## config.mk

```make
export PLATFORM = sky130hd
export DESIGN_NAME = msrt_fifo
export DESIGN_NICKNAME = d
export VERILOG_FILES = /design/src/msrt_pkg.sv /design/src/msrt_fifo.sv
export SDC_FILE = /design/constraint.sdc
export NUM_CORES = 1
export LEC_CHECK = 0
export BUFFER_PORTS_ARGS = -buffer_cell sky130_fd_sc_hd__buf_2
export CAP_MARGIN = 20
export CELL_PAD_IN_SITES_DETAIL_PLACEMENT = 0
export CELL_PAD_IN_SITES_GLOBAL_PLACEMENT = 1
export CORE_AREA = 2 2 102 94
export CTS_CLUSTER_DIAMETER = 50
export DETAILED_ROUTE_END_ITERATION = 8
export DIE_AREA = 0 0 104 96
export GPL_TIMING_DRIVEN = 0
export HOLD_SLACK_MARGIN = 0.03
export PLACE_DENSITY_LB_ADDON = 0.1
export SYNTH_ARGS = -nofsm -noshare
export SYNTH_HDL_FRONTEND = slang
export SYNTH_SLANG_ARGS = --single-unit
```

## constraint.sdc

```tcl
create_clock -name clk -period 3.9 [get_ports clk]
set_clock_uncertainty 0.2 [all_clocks]
set_input_delay 0.195 -clock clk [delete_from_list [all_inputs] [get_ports clk]]
set_output_delay 0.195 -clock clk [all_outputs]
set_load 0.005 [all_outputs]
```

## src/msrt_pkg.sv

```systemverilog
// msrt_pkg: shared types, widths, constants and mu-law codec functions
// for the soft clip / mu-law round trip block. No dependencies.
package msrt_pkg;

  // Magnitude of an unclipped product (<= 3*2^26) and derived widths
  localparam int MagW = 28;
  localparam int X2W  = 30;
  localparam int SumW = 32;
  localparam int NumW = 59;
  localparam int DenW = 33;
  localparam int QW   = 27;

  localparam logic [SumW-1:0] K27_Q26    = 32'h6C00_0000;  // 27 * 2^26
  localparam logic [30:0]     CLIP_LIMIT = 31'h0C00_0000;  // 3 * 2^26
  localparam logic [14:0]     PCM_FULL   = 15'd32767;
  localparam logic [13:0]     MU_CLAMP   = 14'd8159;
  localparam logic [13:0]     MU_BIAS    = 14'd33;
  localparam logic [15:0]     MU_K84     = 16'h0084;
  localparam logic [7:0]      MASK_NEG   = 8'h7F;
  localparam logic [7:0]      MASK_POS   = 8'hFF;
  localparam logic [7:0]      SEG_OVER   = 8'h7F;

  typedef struct packed {
    logic               byp;
    logic               neg;
    logic               clip;
    logic signed [15:0] sample;
  } meta_t;

  typedef struct packed {
    meta_t           meta;
    logic [MagW-1:0] mag;
  } fq_t;

  typedef struct packed {
    logic [1:0] count;
    logic       full;
    logic       empty;
  } fq_stat_t;

  // G.711 style mu-law encoder
  function automatic logic [7:0] mu_encode(input logic signed [15:0] pcm);
    logic signed [15:0] sh2;
    logic signed [13:0] v;
    logic [13:0] m;
    logic [13:0] val;
    logic [13:0] sh;
    logic [7:0]  mask;
    logic [2:0]  seg;
    logic        found;
    sh2 = pcm >>> 2;
    v = sh2[13:0];
    if (v[13]) begin
      mask = MASK_NEG;
      m = 14'(-v);
    end else begin
      mask = MASK_POS;
      m = v;
    end
    if (m > MU_CLAMP) m = MU_CLAMP;
    val = m + MU_BIAS;
    seg = 3'd0;
    found = 1'b0;
    // descending scan leaves the smallest fitting segment
    for (int s = 7; s >= 0; s--) begin
      if (val <= 14'((64 << s) - 1)) begin
        seg = 3'(s);
        found = 1'b1;
      end
    end
    sh = val >> ({1'b0, seg} + 4'd1);
    return found ? ({1'b0, seg, sh[3:0]} ^ mask) : (SEG_OVER ^ mask);
  endfunction

  // mu-law expander back to linear PCM
  function automatic logic [15:0] mu_decode(input logic [7:0] code);
    logic [7:0]  u;
    logic [15:0] t;
    u = ~code;
    t = (16'({u[3:0], 3'b000}) + MU_K84) << u[6:4];
    return u[7] ? (MU_K84 - t) : (t - MU_K84);
  endfunction

endpackage

```

## src/msrt_fifo.sv

```systemverilog
// msrt_fifo: two-entry queue between front and back end.
// Depends on msrt_pkg.
module msrt_fifo import msrt_pkg::*; (
  input  logic     clk,
  input  logic     rst_n,
  input  logic     push_valid,
  output logic     push_ready,
  input  fq_t      push_data,
  output logic     pop_valid,
  input  logic     pop_ready,
  output fq_t      pop_data,
  output fq_stat_t stat
);

  fq_t        mem_r [2];
  logic       wp_r, rp_r;
  logic [1:0] cnt_r;
  logic       do_push, do_pop;

  assign push_ready = (cnt_r != 2'd2);
  assign pop_valid  = (cnt_r != 2'd0);
  assign do_push    = push_valid && push_ready;
  assign do_pop     = pop_valid && pop_ready;
  assign pop_data   = mem_r[rp_r];

  always_comb begin
    stat.count = cnt_r;
    stat.full  = !push_ready;
    stat.empty = !pop_valid;
  end

  // pointers and fill count
  always_ff @(posedge clk) begin
    if (!rst_n) begin
      wp_r  <= 1'b0;
      rp_r  <= 1'b0;
      cnt_r <= 2'd0;
    end else begin
      if (do_push) wp_r <= !wp_r;
      if (do_pop)  rp_r <= !rp_r;
      cnt_r <= cnt_r + {1'b0, do_push} - {1'b0, do_pop};
    end
    if (do_push) mem_r[wp_r] <= push_data;
  end

endmodule

```

# ---- Word-level counts from Yosys, hierarchy flattened
# Memory sizes are Yosys's and may differ from the RTL's. A register that Yosys moved wholly into a read port is not among the register bits.
# Index checks and enable logic that the tools add are counted.
dict set report classes {
  addsub 2
  n_mul 0
  div_mod_pow 0
  order_cmp 0
  n_eq_ne 1
  n_shift 0
  mux 4
  bitwise_logic 0
  n_reduce_logical 7
}
# cell n
set op_table {}
lappend op_table {{$logic_not 1->1} 4}
lappend op_table {{$mux 1} 4}
lappend op_table {{$add 2x1->2} 1}
lappend op_table {{$logic_and 1x1->1} 2}
lappend op_table {{$ne 2x2->1 const B} 1}
lappend op_table {{$reduce_bool 2->1} 1}
lappend op_table {{$sub 2x1->2} 1}
dict set report word_totals {
  ff_bits 4
  latch_bits 0
  ramBits 94
  mem_bits_ro 0
  inputBits 51
  out_inout_bits 53
  wordCells 18
  memories 1
}
# name depth word_bits read_ports rd_clocked_by_memory_dff wr line
set mem_list {}
lappend mem_list {mem_r 2 47 1 1 1 msrt_fifo.sv:15} ;# fq_t mem_r [2];

# ---- Depth between registers and ports, before layout
dict set report logic_depth {
  ltp_word 4
  mapped_depth 8
  ltp_nobuf 8
}

# ---- Worst setup path after synthesis
# OpenSTA, ideal clock, no wires.
dict set report synth_path {
  path_type {register to register}
  startpoint {register cnt_r[0]}
  endpoint {memory mem_r[0][0] (netlist name) (enable)}
  setup_time_ns 0.452
  t_arrival_ns 2.650
  t_required_ns 3.248
  slack_ns 0.598
  stages_incl_launch_ff 4
  n_path_buf 0
  period_less_slack_ns 3.302
  cell_sequence {dfxtp_1 nand2b_1 nand2_1 nor2_1}
}
dict set report synth_between {
  elab_chain_len 4
}
# item line
set synth_rtl {}
lappend synth_rtl {{start: declaration} msrt_fifo.sv:17} ;# logic [1:0] cnt_r;
lappend synth_rtl {{start signal: assignment} msrt_fifo.sv:41} ;# cnt_r <= cnt_r + {1'b0, do_push} - {1'b0, do_pop};
lappend synth_rtl {{$ne 2x2->1} msrt_fifo.sv:20} ;# assign push_ready = (cnt_r != 2'd2);
lappend synth_rtl {{net push_ready} msrt_fifo.sv:7} ;# output logic push_ready,
lappend synth_rtl {{$logic_and 1x1->1} msrt_fifo.sv:22} ;# assign do_push = push_valid && push_ready;
lappend synth_rtl {{$mux 1} msrt_fifo.sv:43} ;# if (do_push) mem_r[wp_r] <= push_data;
lappend synth_rtl {{$mux 1 (not written as such)} msrt_fifo.sv:43}
lappend synth_rtl {{end: declaration} msrt_fifo.sv:15}
# The timed path passes the listed nets, and every way through them passes these cells.

# ---- Worst setup path in the final report
dict set report layout_path {
  startpoint {register cnt_r[0]}
  endpoint {memory mem_r[0][2] (netlist name) (enable)}
}
dict set report layout_between {
  elab_chain_len 4
}
# item line
set layout_rtl {}
lappend layout_rtl {{$ne 2x2->1} msrt_fifo.sv:20}
lappend layout_rtl {{$logic_and 1x1->1} msrt_fifo.sv:22}
lappend layout_rtl {{$mux 1} msrt_fifo.sv:43}
lappend layout_rtl {{$mux 1 (not written as such)} msrt_fifo.sv:43}
# No other way between the ends.

==> reports/metrics.csv <==
metric,value,unit
status,"finished, final reports clean",
clk_pin_slew,0.08,ns
clk_latency,0.33,ns
whs_path_depth,3,
finalCriticalPeriod,2.13,ns
diodes,0,
cp.arrival,1.97,ns
synth_nets,225,
syn_area_per_cell,21.8,um2
rows,33,
total_leakage_power,2.00,nW
antenna_found_initial,0,
hold_viol_final,0,
rsz0062_at_grt,no,
cts-root-buf,clkbuf_8,
grt_max_degree,25,
netlist_area,3760,um2
timing.rr.end,mem_r[0][2]$_DFFE_PP_,
htree_levels,3,
initial_core_util,42.1,%
num_io_pins,104,
gp_congestion,0.647,
grt_pass1_wl,9.92,mm
worst_pin_slew,0.731,ns
portBuffers,103,
crit_type,reg -> reg,
cts_sinks,99,
finalSetupViolCount,0,
fmax,470,MHz
numCtsBuffers,9,
vias,2052,
layout.nets,389,
r2r_start,cnt_r[0]$_SDFF_PN0_,
antenna_left,0,
slew_violations,0,
grt_pass1_vias,2046,
grt_usage,13.1,%
synthCells,172,
postCtsResizedCells,0,
die_y,96,um
regToRegSetupSlack,1.77,ns
die_w,104,um
total_power,2.70,mW
crit_required,3.74,ns
cap_violations,0,
post-route-period-util,54.6,%
yosys.area.top_type,edfxtp_1,
worst_setup_path_start_kind,flop,
detail_route.vias_per_cell,4.44,
fin_hold_ws,0.0556,ns
design.die.area,9980,um2
yosysSeqAreaShare,77.8,%
grt.overflow.total,0,
drc,0,
ys_warn_count,0,
holdBufCountCts,48,
rr_worst_depth,4,
endpoint_kind,flop,
dr.pass1.iters,6,
pwr_density_cell,529,nW/um2
ys_seq_elements,99,
holdPathEnd,wp_r$_SDFFE_PN0P_,
hold_class,in -> reg,
synth_cell_types,18,
drive_above_1_share,50.9,%
clock_path_buffers,2,
synth.area.top_cells,"edfxtp_1, mux2_4, mux2_2",
drt_iter0_drc,64,
hp-start,push_valid,
cts_tree,done,
max-vdd-ir-drop,0.297,mV
syn2layout_area_growth,36.1,%
post_cts_buffers,0,
wire_per_inst,13.6,um
drt_wl_total,6.27,mm
core,8920,um2
dpl.hpwl,4.05,mm
max_slew_margin,51.1,%
crit_fanout,24,
yosysTopAreaCellShare,75.1,%
-- per-stage QoR --
stage / worst slack, ns / setup TNS (ns) / utilization, % / cells / instance area, um2
6_report: 1.77 / 0 / 57.3 / 462 / 5110
2_1_floorplan: 0.598 / 0 / - / 172 / 3760
3_3_place_gp: -0.626 / -29.28 / 49.6 / 397 / 4420
4_1_cts: 1.74 / 0 / 57.3 / 462 / 5110
3_5_place_dp: 1.74 / 0 / 50.2 / 399 / 4470
5_1_grt: 1.61 / 0 / 57.3 / 462 / 5110
-- cells in the mapped netlist --
master     n
ha_1       2
xnor2_1    3
mux2_4    30
nand2b_1   2
o21a_1     1
buf_2      1
mux2_2    17
nand2_1    2
mux2i_1    1
nor2_1     1
dfxtp_1    5
edfxtp_1  94
nor2b_1    2
and2_1     2
or2_2      1
and3_1     1
inv_1      3
buf_6      4
-- layout make-up --
type,instances,area (um2)
well taps,122,153
multi-input cells,65,781
plain buffers,5,50.0
clock inverters,5,31.3
repair buffers,153,1040
inverters,3,11.3
fillers,747,3810
clock buffers,10,128
flip-flops and latches,99,2920
-- routing by layer --
metal	routed length [um]	vias up	global-route usage (%)	part of all wire (%)
met5	0	-	0	0
met4	61	0	5.74	0.97
met3	258	5	3.05	4.1
met2	3140	62	21.4	50
met1	2810	994	17.0	45
li1	-	991	-	-
-- worst max-delay path by stage --
stage / startpoint / endpoint / slack (ns) / depth (start not counted)
3_3_place_gp: cnt_r[0]$_SDFF_PN0_ / mem_r[0][32]$_DFFE_PP_ / -0.63 / 3
2_1_floorplan: cnt_r[0]$_SDFF_PN0_ / mem_r[0][0]$_DFFE_PP_ / 0.60 / 3
4_1_cts: cnt_r[0]$_SDFF_PN0_ / mem_r[0][39]$_DFFE_PP_ / 1.74 / 4
3_5_place_dp: cnt_r[0]$_SDFF_PN0_ / mem_r[0][28]$_DFFE_PP_ / 1.74 / 4
5_1_grt: cnt_r[0]$_SDFF_PN0_ / mem_r[0][39]$_DFFE_PP_ / 1.61 / 4
6_report: cnt_r[0]$_SDFF_PN0_ / mem_r[0][2]$_DFFE_PP_ / 1.77 / 4
-- flip-flops by register name, summed over array words and instances (netlist names), named ones only --
| name | flops |
|---|---|
| mem_r | 94 |
| cnt_r | 2 |
| rp_r | 1 |
| wp_r | 1 |
-- layout by cell type, fill, tap and decap left out, drive strengths merged --
cell type / count
and3: 1
nand2b: 2
clkbuf: 10
and2: 2
mux2: 47
clkinv: 2
nand2: 2
or2: 1
buf: 110
nor2b: 2
dlygate4sd3: 48
xnor2: 3
inv: 3
dfxtp: 5
clkinvlp: 3
nor2: 1
mux2i: 1
edfxtp: 94
ha: 2
o21a: 1
-- worst max-delay path, cell delays in order, from the launching register on --
cell and delay [ns]:
dfxtp_1 0.40, nand2b_1 0.19, nand2_1 0.16, nor2_4 0.59
buf_12 0.27
-- where the power goes --
group / internal, mW / switching, mW / total, mW
logic: 0.451 / 0.337 / 0.788
clock network: 0.225 / 0.315 / 0.540
registers: 1.33 / 0.0422 / 1.38
total: 2.01 / 0.694 / 2.70
-- cells by family after synthesis --
logic type	Yosys count	synth area share (%)
fa+ha+maj	2	0.666
xor+xnor	3	0.700
simple gates	11	1.63
flops	99	77.8
buf+inv	8	1.63
compound gates	1	0.200
mux	48	17.4
Power figures use the tool's default switching activity.
