## config.mk

```make
export PLATFORM = sky130hd
export DESIGN_NAME = msrt_front
export DESIGN_NICKNAME = d
export VERILOG_FILES = /design/src/msrt_pkg.sv /design/src/msrt_front.sv
export SDC_FILE = /design/constraint.sdc
export NUM_CORES = 1
export LEC_CHECK = 0
export BUFFER_PORTS_ARGS = -buffer_cell sky130_fd_sc_hd__buf_2
export CAP_MARGIN = 20
export CORE_ASPECT_RATIO = 0.7
export CORE_MARGIN = 10
export CORE_UTILIZATION = 35
export CTS_BUF_LIST = sky130_fd_sc_hd__clkbuf_16
export CTS_CLUSTER_SIZE = 30
export DETAILED_ROUTE_END_ITERATION = 10
export PLACE_DENSITY = 0.49
export SLEW_MARGIN = 10
export SYNTH_ARGS = -nofsm -noshare
export SYNTH_HDL_FRONTEND = slang
export SYNTH_SLANG_ARGS = --single-unit
```

## constraint.sdc

```tcl
create_clock -name clk -period 13.5 [get_ports clk]
set_input_delay 2.7 -clock clk [delete_from_list [all_inputs] [get_ports clk]]
set_output_delay 2.7 -clock clk [all_outputs]
set_load 0.005 [all_outputs]
```

## src/msrt_pkg.sv

```systemverilog
// msrt_pkg: shared types, widths, constants and mu-law codec functions
// for the soft clip / mu-law round trip block. No dependencies.
package msrt_pkg;

  // Magnitude of an unclipped product (<= 3*2^26) and derived widths
  localparam int MagW = 28;
  localparam int X2W  = 30;
  localparam int SumW = 32;
  localparam int NumW = 59;
  localparam int DenW = 33;
  localparam int QW   = 27;

  localparam logic [SumW-1:0] K27_Q26    = 32'h6C00_0000;  // 27 * 2^26
  localparam logic [30:0]     CLIP_LIMIT = 31'h0C00_0000;  // 3 * 2^26
  localparam logic [14:0]     PCM_FULL   = 15'd32767;
  localparam logic [13:0]     MU_CLAMP   = 14'd8159;
  localparam logic [13:0]     MU_BIAS    = 14'd33;
  localparam logic [15:0]     MU_K84     = 16'h0084;
  localparam logic [7:0]      MASK_NEG   = 8'h7F;
  localparam logic [7:0]      MASK_POS   = 8'hFF;
  localparam logic [7:0]      SEG_OVER   = 8'h7F;

  typedef struct packed {
    logic               byp;
    logic               neg;
    logic               clip;
    logic signed [15:0] sample;
  } meta_t;

  typedef struct packed {
    meta_t           meta;
    logic [MagW-1:0] mag;
  } fq_t;

  typedef struct packed {
    logic [1:0] count;
    logic       full;
    logic       empty;
  } fq_stat_t;

  // G.711 style mu-law encoder
  function automatic logic [7:0] mu_encode(input logic signed [15:0] pcm);
    logic signed [15:0] sh2;
    logic signed [13:0] v;
    logic [13:0] m;
    logic [13:0] val;
    logic [13:0] sh;
    logic [7:0]  mask;
    logic [2:0]  seg;
    logic        found;
    sh2 = pcm >>> 2;
    v = sh2[13:0];
    if (v[13]) begin
      mask = MASK_NEG;
      m = 14'(-v);
    end else begin
      mask = MASK_POS;
      m = v;
    end
    if (m > MU_CLAMP) m = MU_CLAMP;
    val = m + MU_BIAS;
    seg = 3'd0;
    found = 1'b0;
    // descending scan leaves the smallest fitting segment
    for (int s = 7; s >= 0; s--) begin
      if (val <= 14'((64 << s) - 1)) begin
        seg = 3'(s);
        found = 1'b1;
      end
    end
    sh = val >> ({1'b0, seg} + 4'd1);
    return found ? ({1'b0, seg, sh[3:0]} ^ mask) : (SEG_OVER ^ mask);
  endfunction

  // mu-law expander back to linear PCM
  function automatic logic [15:0] mu_decode(input logic [7:0] code);
    logic [7:0]  u;
    logic [15:0] t;
    u = ~code;
    t = (16'({u[3:0], 3'b000}) + MU_K84) << u[6:4];
    return u[7] ? (MU_K84 - t) : (t - MU_K84);
  endfunction

endpackage

```

## src/msrt_front.sv

```systemverilog
// msrt_front: accepts input beats, forms the exact product and classifies it
// (sign, clip, magnitude). Depends on msrt_pkg.
module msrt_front import msrt_pkg::*; (
  input  logic               clk,
  input  logic               rst_n,
  input  logic               in_valid,
  output logic               in_ready,
  input  logic signed [15:0] in_sample,
  input  logic signed [15:0] in_gain,
  input  logic               bypass,
  output logic               push_valid,
  input  logic               push_ready,
  output fq_t                push_data
);

  logic               v_r;
  logic signed [31:0] p_r, p_nxt;
  logic signed [15:0] s_r;
  logic               byp_r;
  logic [30:0]        m;

  assign in_ready   = !v_r || push_ready;
  assign push_valid = v_r;
  assign p_nxt      = in_sample * in_gain;

  // product stage
  always_ff @(posedge clk) begin
    if (!rst_n) begin
      v_r <= 1'b0;
    end else if (in_ready) begin
      v_r <= in_valid;
    end
    if (in_ready && in_valid) begin
      p_r   <= p_nxt;
      s_r   <= in_sample;
      byp_r <= bypass;
    end
  end

  // classify: sign, magnitude, clip
  always_comb begin
    m = p_r[31] ? 31'(-p_r) : p_r[30:0];
    push_data.meta.byp    = byp_r;
    push_data.meta.neg    = p_r[31];
    push_data.meta.clip   = (m > CLIP_LIMIT);
    push_data.meta.sample = s_r;
    push_data.mag         = m[MagW-1:0];
  end

endmodule

```

# Yosys cells after proc, flatten, opt, wreduce, memory -nomap -nowiden

Index checks and enable logic that the tools add are counted.

Register bits after elaboration: 50
Input port bits: 37
Output and inout port bits: 49
Word-level logic and storage cells: 11

Add/sub/neg operators: 1
Multipliers: 1
Magnitude comparators: 1
Muxes and demuxes: 1
Reduce and logical (&&, ||, !) cells: 3

Operators by type and width:

| kind                                                 | number |
|---|---|
| multiplier 16 x 16 -> 32 bit                         | 1 |
| > comparator 31 x 28 -> 1 bit, second input constant | 1 |
| 2-to-1 mux 31 bit                                    | 1 |
| negator 31 bit                                       | 1 |
| logical AND 1 bit                                    | 1 |
| zero test 1 bit                                      | 1 |
| logical OR 1 bit                                     | 1 |

# Logic depth before layout (Yosys ltp)

Gate-level depths: netlist (run 1).

Word-level depth: 3
Depth in mapped cells: 25
Gate-level depth less buffers: 24

# Worst setup path after synthesis (run 1)

OpenSTA, ideal clock, no wires.

Path type: input to register
Start point: input port in_gain[7]
End point: register p_r[31] (data pin)
Data arrival time: 8296 ps
Data required time: 13240 ps
Path slack: 4944 ps
Cell stages on the path: 23
Cells stage by stage: clkbuf_1 > nand2_1 > fa_1 > inv_1 > fa_1 > inv_1 > fa_1 > inv_1 > fa_1 > fa_1 > inv_1 > fa_1 > inv_1 > ha_1 > and3_1 > nor2b_1 > or3_1 > a31o_2 > a31o_1 > a21oi_1 > o211a_1 > a41o_1 > xnor2_1

Word-level cells in the longest chain between the ends: 1

Ends and longest elaborated chain:

| element                      | line             | source |
|---|---|---|
| from (decl)                  | msrt_front.sv:9  | `input logic signed [15:0] in_gain,` |
| multiplier 16 x 16 -> 32 bit | msrt_front.sv:24 | `assign p_nxt = in_sample * in_gain;` |
| named net p_nxt[31]          | msrt_front.sv:17 | `logic signed [31:0] p_r, p_nxt;` |
| to (signal assigned)         | msrt_front.sv:34 | `p_r <= p_nxt;` |
| to (decl)                    | msrt_front.sv:17 |  |

The timed path passes the listed nets, and every way through them passes these cells.
A chain may end at the register's enable or synchronous reset.

# Worst setup path in the final report (run 1)

Same ends and word-level chain as after synthesis.

==> results of run 1 <==
==> layout make-up <==
class,count,share of cell area
clock buffer,5,0.009549
sequential,50,0.1138
timing repair buffer,87,0.03361
clock inverter,3,0.002196
multi-input combinational,846,0.7060
inverter,316,0.09053
tap,464,0.04431
==> placed cells by master, fill, tap and decap left out, types with 3 or more instances in the layout <==
cell type / count
nand3_1: 4
nor2b_1: 5
o21bai_1: 4
buf_2: 85
nor4_1: 7
ha_1: 83
nor3b_1: 3
o31ai_1: 8
and2_1: 121
nand2b_1: 11
nor3_1: 7
a21oi_1: 23
o41ai_1: 4
inv_1: 316
edfxtp_1: 49
clkbuf_16: 5
xor2_1: 7
fa_1: 262
nand4_1: 4
a21o_1: 6
o21ai_1: 6
xnor2_1: 55
or3_1: 5
nand2_1: 144
o21ai_0: 19
a31oi_1: 5
nor2_1: 18
==> registers in the layout (all words and copies together), names as in the netlist <==
register    count
p_r            32
s_r            16
byp_r           1
push_valid      1
==> critical path, cell delays in order <==
cell     delay, ns
buf_2         0.31
nand2_1       0.14
fa_1          0.55
inv_1         0.05
fa_1          0.49
inv_1         0.05
fa_1          0.56
inv_1         0.06
fa_1          0.47
fa_1          0.50
inv_1         0.05
fa_1          0.47
inv_1         0.04
ha_1          0.30
and3_1        0.21
nor2b_1       0.14
or3_1         0.34
a31o_2        0.25
a31o_1        0.21
a21oi_1       0.30
o211a_1       0.27
a41o_1        0.19
xnor2_1       0.07
==> cells by family (layout without fill, tap and decap cells) <==
logic type | after synthesis | count (layout) | share of synthesized area
xor+xnor | 62 | 62 | 0.04495
compound gates | 94 | 94 | 0.05158
fa+ha+maj | 345 | 345 | 0.5201
mux | 1 | 1 | 0.0008286
flops | 50 | 50 | 0.1235
simple gates | 344 | 344 | 0.1481
buf+inv | 354 | 411 | 0.1109
==> metal layers <==
layer,part of all wire,up-vias,global-route usage
li1,-,3858,-
met1,0.58,3988,0.2531
met2,0.35,175,0.1939
met3,0.062,12,0.03122
met4,0.0053,0,0.01986
met5,0,-,0
==> worst max-delay path by stage <==
stage,depth (start not counted),from,slack (ns),to
final,23,in_gain[7],4.80,p_r[31]
after global routing,18,in_gain[2],4.43,p_r[29]
after CTS,18,in_sample[15],4.78,p_r[31]
after detailed placement,18,in_sample[15],4.45,p_r[31]
after global placement,23,in_gain[7],4.51,p_r[31]
after floorplan,23,in_gain[7],4.94,p_r[31]
==> stage by stage <==
| step | std cells | hold WS [ns] | utilization | instance area (um^2) |
|---|---|---|---|---|
| floorplan | 1250 | 0.5366 | - | 12080 |
| global placement | 1763 | 0.5037 | 0.3834 | 12950 |
| CTS | 1771 | 0.5381 | 0.3880 | 13100 |
| detailed placement | 1763 | 0.5267 | 0.3834 | 12950 |
| global route | 1771 | 0.5578 | 0.3880 | 13100 |
| finish | 1771 | 0.5327 | 0.3880 | 13100 |
==> impl_results.md, run 1 <==
* Vias per inst at 4.536
* Setup TNS at 0 ns
* Most instantiated cells after synthesis: 316 x inv_1, 262 x fa_1, 144 x nand2_1
* CP endpoint kind: flop
* R2R cell count at 3
* First-pass GRT wire length at 51.23 mm
* Hold_sp: push_valid
* Reg2reg end: byp_r
* Routability congestion estimate at 0.9052
* I/O pins at 86
* Final hold violation count at 0
* Clock root buffer: clkbuf_16
* Synth Cell Area at 12080 um^2
* Multi-input logic area at 9250 um^2
* Gr usage total at 0.1520
* FILL cells at 3504
* CP Launch Type: input pin
* Initial antenna violation count at 0
* Final wirelength at 31.29 mm
* Hpwl dp at 26.51 mm
* Max Freq at 0.1150 GHz
* Initial drt markers at 388
* Via Count at 8033
* Die Area at 42460 um^2
* Share of cells above drive strength 1 at 0.08110
* Worst skew pair latency at 0.31 ns
* Required @ worst endpoint at 13.55 ns
* Clock skew at 0.01053 ns
* Critical Path Fanout Max at 16
* WL per Instance at 17.67 um
* Final period util at 0.6441
* Setup Viol. Count Final at 0
* Max-cap violations at 0
* Cell taking the most area after synthesis: fa_1
* Starting Density at 0.3577
* Syn avg cell area at 9.664 um^2
* CP Class: input pin to flop
* Cts repair resizes at 0
* Area Overhead vs Synth at 8.462%
* Final worst slack at 4.805 ns
* Hold path cells at 2
* Final Critical Period at 8.695 ns
* CTS H-tree lvls at 2
* Sequential area share after synthesis at 0.1235
* Worst slack at placement at 4.452 ns
* Routed Antenna Nets at 0
* Yosys warns at 0
* CTS tree: yes
* Core region area at 33770 um^2
* Top-count cell post-synth: inv_1
* Unrepaired setup endpoints after global routing: false
* Clock tree buffer depth at 2
* Die Wd at 242.1 um
* Synth area leaders: fa_1 43%, edfxtp_1 12%, inv_1 9.8%
* Number of remaining DRC errors at 0
* Share of the synthesized area in the top cell type at 0.4342
* Yosys reg bits at 50
* Die H at 175.4 um
* Ys async rst share at 0
* Pre-antenna DRT Iters at 5
* IO buf count at 85
* Worst hold endpoint: push_valid
* Clock-pin slew on the worst setup and hold paths at 0.07 ns
* Post-synth EDFFs at 49
* Clk sinks at 50
* Relative slew slack at 0.5375
* Count of pins over their slew limit at 0
* WP data arrival at 8.74 ns
* Slew @ Worst Pin at 0.6938 ns
* Net Count, Synth at 1632
* Final Net Count at 1688
* Cells after Synth at 1250
* Vias in the first global route at 8617
* Largest net degree at the start of global routing at 50
* Worst hold-check path type: flop to flop
* ANT cells at 0
* Post CTS Setup Buffer Count at 0
* Hold-fix buffers, CTS at 0
* Worst r2r src: push_valid
* Dominant synthesized flop cell: edfxtp_1
* Status: finished, final reports clean
* Total gr overflow at 0
* # rows at 56
* Setup slack, reg-to-reg at 12.01 ns
* TritonCTS Buffers at 5
* Yosys cell types at 55
* Register area at 1491 um^2
Power of run 1 is left out: the tool's default activity adds up to more than one toggle a clock period on the data nets, which glitch-free logic cannot reach.
==> inputs of run 2 (changes only) <==
ABC_AREA = 1   (was unset)
clock period = 8.6 ns   (was 13.5 ns; I/O delays follow)
==> run 2 against run 1 <==
  * Synthesized cell count rose by 32%
  * Sequential share of layout area down 0.79 points
  * Die area up 7.6%
  * Routed wire length increased by 10%
  * Flip-flop and latch count unchanged
  * Non-clock buffer count is 2 higher
  * First-iteration DRC count is 29% higher
  * Cell count grew 22%
  * Count of clock-buffer cells in the layout did not move
==> impl_results.md, run 2 <==
* Status: finished, final reports clean
* Final wirelength at 34.54 mm (+10%)
* Post-synth EDFFs at 49 (unchanged)
* Final period util at 0.8784
* Hold-fix buffers, CTS at 0 (unchanged)
* Setup TNS at 0 ns (unchanged)
* Most instantiated cells after synthesis: 479 x inv_1, 399 x nand2_1, 262 x fa_1
* Routability congestion estimate at 0.8695 (-3.9%)
* Share of cells above drive strength 1 at 0.08055 (-0.0005528)
* Cells after Synth at 1644 (+32%)
* Largest net degree at the start of global routing at 50 (unchanged)
* Sequential area share after synthesis at 0.1139 (-0.009578)
* Required @ worst endpoint at 8.65 ns (-4.90 ns)
* Final Net Count at 2057 (+22%)
* Final Critical Period at 7.554 ns
* Commonest non-fill, non-tap cells in the layout: 480 x inv_1, 399 x nand2_1, 262 x fa_1
* Worst skew pair latency at 0.31 ns (about the same)
* Number of remaining DRC errors at 0 (unchanged)
* Slew @ Worst Pin at 0.6816 ns (-0.01220 ns)
* Cell taking the most area after synthesis: fa_1
* Yosys reg bits at 50 (unchanged)
* Clock tree buffer depth at 2 (unchanged)
* CP Launch Type: input pin
* Synth Cell Area at 13100 um^2 (+8.4%)
* Dominant synthesized flop cell: edfxtp_1
* Vias per inst at 4.572 (+0.80%)
* CTS H-tree lvls at 2 (unchanged)
* Worst slack at placement at 0.7475 ns (-3.704 ns)
* WL per Instance at 15.95 um (-9.7%)
* Clk sinks at 50 (unchanged)
* First-pass GRT wire length at 57.66 mm (+13%)
* CP endpoint kind: flop
* Worst hold-check path type: flop to flop
* Register with the most flip-flops: p_r
* Unrepaired setup endpoints after global routing: false
* WP data arrival at 7.60 ns (-1.14 ns)
* Top-count cell post-synth: inv_1
* TritonCTS Buffers at 5 (unchanged)
* Max reg flops at 32 (unchanged)
* Synth area leaders: fa_1 40%, inv_1 14%, nand2_1 11%
* Starting Density at 0.3534 (-0.004299)
* Net Count, Synth at 2026 (+24%)
* Final hold violation count at 0 (unchanged)
* Max Freq at 0.1324 GHz
* # rows at 59 (+5.4%)
* Regs by FF count: p_r: 32 flops, s_r: 16 flops
* Final worst slack at 1.046 ns (-3.759 ns)
* Initial drt markers at 502 (+29%)
* Post CTS Setup Buffer Count at 0 (unchanged)
* Total gr overflow at 0 (unchanged)
* Via Count at 9903 (+23%)
* Yosys warns at 0 (unchanged)
* Die Wd at 251.2 um (+3.8%)
* Gr usage total at 0.1563 (+0.004280)
* Clock skew at 0.01130 ns (+0.0007729 ns)
* Clock root buffer: clkbuf_16
* Ys async rst share at 0 (unchanged)
* Max-cap violations at 0 (unchanged)
* Relative slew slack at 0.5456 (+0.008133)
* Setup Viol. Count Final at 0 (unchanged)
* I/O pins at 86 (unchanged)
* Count of pins over their slew limit at 0 (unchanged)
* Core region area at 37060 um^2 (+9.7%)
* Critical Path Fanout Max at 16 (unchanged)
* Vias in the first global route at 10570 (+23%)
* Syn avg cell area at 7.966 um^2 (-18%)
* Routed Antenna Nets at 0 (unchanged)
* CP Class: input pin to flop
* Die H at 181.8 um (+3.7%)
* Hpwl dp at 29.79 mm (+12%)
* Die Area at 45680 um^2 (+7.6%)
* Share of the synthesized area in the top cell type at 0.4005 (-0.03368)
* Yosys cell types at 36 (-35%)
* Initial antenna violation count at 3 (+3)
* Area Overhead vs Synth at 7.500%
* Cts repair resizes at 0 (unchanged)
* CTS tree: yes
* Clock-pin slew on the worst setup and hold paths at 0.07 ns (about the same)
* IO buf count at 85 (unchanged)
* Pre-antenna DRT Iters at 5 (unchanged)
* Commonest non-fill, non-tap cell in the layout: inv_1
## run 2: kinds of logic (layout without fill, tap and decap cells)
logic type / count (synthesis) / after routing / synth area share
flip-flops: 50 / 50 / 0.1139
buffers and inverters: 548 / 580 / 0.1585
XOR/XNOR: 46 / 46 / 0.03076
AND/OR/NAND/NOR: 574 / 574 / 0.1828
other: 0 / 2 / 0
adder cells (fa/ha/maj): 345 / 345 / 0.4798
AO/OA/AOI/OAI: 81 / 81 / 0.03430
## run 2: layout make-up
| cell class | count | area, um^2 |
|---|---|---|
| Antenna cell | 2 | 5.005 |
| Inverter | 483 | 1813 |
| Clock buffer | 5 | 125.1 |
| Multi-Input combinational cell | 1046 | 9540 |
| Timing Repair Buffer | 89 | 455.4 |
| Clock inverter | 3 | 37.54 |
| Tap cell | 488 | 610.6 |
| Sequential cell | 50 | 1491 |
| Fill cell | 3863 | 22980 |
## run 2: final timing paths
kind	from	to	slack (ns)	cells past startpoint
worst min-delay path	push_valid	push_valid	0.55	2
worst min register to register	push_valid	push_valid	0.55	2
worst max register to register	push_valid	p_r[27]	7.16	2
worst max-delay path	in_gain[2]	p_r[28]	1.05	17
## run 2: per-layer routing
metal / part of all wire / GRT usage / wire length (um) / up-vias
met4: 0.0073 / 0.01862 / 253 / 0
met1: 0.50 / 0.2250 / 17410 / 4953
li1: - / - / - / 4759
met3: 0.040 / 0.02026 / 1385 / 16
met2: 0.45 / 0.2524 / 15490 / 175
met5: 0 / 0 / 0 / -
## run 2: worst max-delay path: stages
cell and delay [ns]:
buf_2 0.30, nand2_1 0.18, fa_1 0.65, inv_1 0.15, fa_1 0.91, fa_1 0.53
fa_1 0.48, fa_1 0.54, inv_1 0.06, fa_1 0.53, inv_1 0.04, ha_1 0.34
a21oi_1 0.20, o21ai_0 0.18, a221oi_1 0.42, o211ai_1 0.19, xor2_1 0.18
## run 2: per-stage QoR
stage	cell area, um^2	hold slack [ns]	cells	utilization
6_report	14080	0.5454	2166	0.3799
5_1_grt	14080	0.6160	2166	0.3799
4_1_cts	14070	0.5504	2164	0.3798
3_5_place_dp	13910	0.5409	2156	0.3754
3_3_place_gp	13910	0.5406	2156	0.3754
2_1_floorplan	13100	0.5229	1644	-
Power of run 2 is left out for the same reason.
==> inputs of run 3 (changes only) <==
BUFFER_PORTS_ARGS = -buffer_cell sky130_fd_sc_hd__buf_4   (was -buffer_cell sky130_fd_sc_hd__buf_2)
==> run 3 against run 2 <==
  * Register-to-register slack barely moved
  * Die area stayed put
  * Clock skew down 0.0021 ns
  * Flip-flop and latch count unchanged
  * Via count fell by 0.98%
  * Routed wire length up 0.66%
  * Non-clock buffer count decreased by 2
  * Critical endpoint is now p_r[31]
  * Largest cell class unchanged
==> impl_results.md, run 3 (synthesized netlist as in run 2, its figures left out) <==
* Post CTS Setup Buffer Count at 0 (unchanged)
* TritonCTS Buffers at 5 (unchanged)
* Final Util at 0.3847 (+0.004761)
* Final wirelength at 34.77 mm (+0.66%)
* Die Wd at 251.2 um (unchanged)
* Hold-fix buffers, CTS at 0 (unchanged)
* Area Overhead vs Synth at 8.847%
* Gr usage total at 0.1569 (+0.0006205)
* Unrepaired setup endpoints after global routing: false
* I/O pins at 86 (unchanged)
* Register with the most flip-flops: p_r
* Clk sinks at 50 (unchanged)
* Largest net degree at the start of global routing at 50 (unchanged)
* Die Area at 45680 um^2 (unchanged)
* Max reg flops at 32 (unchanged)
* CP endpoint kind: flop
* Final hold violation count at 0 (unchanged)
* Max-cap violations at 0 (unchanged)
* Routability congestion estimate at 0.8934 (+2.7%)
* CTS H-tree lvls at 2 (unchanged)
* Starting Density at 0.3534 (unchanged)
* WP data arrival at 7.32 ns (-0.28 ns)
* Initial drt markers at 630 (+25%)
* Status: finished, final reports clean
* Commonest non-fill, non-tap cells in the layout: 480 x inv_1, 399 x nand2_1, 262 x fa_1
* Worst hold-check path type: flop to flop
* Max Freq at 0.1377 GHz (+4.0%)
* Setup Viol. Count Final at 0 (unchanged)
* Reg2reg end: p_r[23]
* Final period util at 0.8446 (-0.03375)
* Setup TNS at 0 ns (unchanged)
* Vias per inst at 4.534 (-0.84%)
* Count of pins over their slew limit at 0 (unchanged)
* Worst r2r src: push_valid
* Required @ worst endpoint at 8.66 ns (about the same)
* Cts repair resizes at 0 (unchanged)
* Worst hold endpoint: push_valid
* Final worst slack at 1.336 ns (+0.2902 ns)
* Clock skew at 0.009203 ns (-0.002097 ns)
* Vias in the first global route at 10530 (-0.38%)
* Relative slew slack at 0.5558 (+0.01019)
* Final Net Count at 2055 (-0.097%)
* WL per Instance at 16.07 um (+0.80%)
* Core region area at 37060 um^2 (unchanged)
* Hold path cells at 2 (unchanged)
* IO buf count at 85 (unchanged)
* Worst slack at placement at 1.043 ns (+0.2956 ns)
* Commonest non-fill, non-tap cell in the layout: inv_1
* CP Launch Type: input pin
* Hold_sp: push_valid
* Design Area, Final at 14250 um^2 (+1.3%)
* Clock tree buffer depth at 2 (unchanged)
* Slew @ Worst Pin at 0.6663 ns (-0.01528 ns)
* FILL cells at 3873 (+0.26%)
* Clock-pin slew on the worst setup and hold paths at 0.08 ns (about the same)
* CP Class: input pin to flop
* Hpwl dp at 29.93 mm (+0.47%)
* Critical Path Fanout Max at 17 (+1)
* Total gr overflow at 0 (unchanged)
* Share of cells above drive strength 1 at 0.08005 (-0.0005011)
* R2R cell count at 2 (unchanged)
* Initial antenna violation count at 1 (-2)
* Via Count at 9806 (-0.98%)
* First-pass GRT wire length at 57.67 mm (about the same)
* Regs by FF count: p_r: 32 flops, s_r: 16 flops
* CTS tree: yes
* Final Critical Period at 7.264 ns (-0.2902 ns)
* # rows at 59 (unchanged)
* Setup slack, reg-to-reg at 7.15 ns (about the same)
* Routed Antenna Nets at 0 (unchanged)
* Die H at 181.8 um (unchanged)
* Clock root buffer: clkbuf_16
* Worst skew pair latency at 0.30 ns (about the same)
* Pre-antenna DRT Iters at 5 (unchanged)
* Placed Area at 14110 um^2 (+1.4%)
* Number of remaining DRC errors at 0 (unchanged)
## run 3: cell types whose count changed in the layout (fill, tap and decap cells not counted), sizes merged
cell / previous run / this run
bufinv: 1 / 0
buf: 89 / 87
clkinvlp: 0 / 2
clkinv: 1 / 0
diode: 2 / 1
## run 3: critical path: stages
cell and delay (ns):
buf_4 0.21, nand2_1 0.15, fa_1 0.63, inv_1 0.14, fa_1 0.90, fa_1 0.52, fa_1 0.48, fa_1 0.52
fa_1 0.49, ha_1 0.42, nand3_1 0.12, nor2_1 0.24, nand4_1 0.20, nand3_1 0.27, a31oi_1 0.15, xor2_1 0.16
## run 3: worst max path at each step
stage                     cells past startpoint  slack (ns)       to           from
after floorplan                              21        1.22  p_r[30]     in_gain[2]
after global placement                       16        1.02  p_r[31]  in_sample[15]
after detailed placement                     18        1.04  p_r[26]  in_sample[15]
after CTS                                    17        1.34  p_r[28]  in_sample[15]
after global routing                         18        0.99  p_r[26]  in_sample[15]
final                                        16        1.34  p_r[31]  in_sample[15]
## run 3: metal layers
layer,vias up,wire length (um),global-route usage,part of all wire
li1,4755,-,-,-
met1,4845,17770,0.2313,0.51
met2,193,15370,0.2504,0.44
met3,13,1386,0.01569,0.040
met4,0,245,0.01838,0.0070
met5,-,0,0,0
## run 3: stage by stage
step	instances	hold slack (ns)
2_1_floorplan	1644	0.5229
3_3_place_gp	2154	0.5559
3_5_place_dp	2154	0.5635
4_1_cts	2162	0.5720
5_1_grt	2163	0.5950
6_report	2163	0.5619
## run 3: cell type report
type                            count  area, um^2  area share
Sequential cell                    50        1491      0.1046
Antenna cell                        1       2.502   0.0001755
Clock inverter                      3       18.77    0.001317
Clock buffer                        5       125.1    0.008777
Tap cell                          488       610.6     0.04283
Multi-Input combinational cell   1046        9540      0.6693
Timing Repair Buffer               87       653.1     0.04582
Inverter                          483        1813      0.1272
Power of run 3 is left out for the same reason.
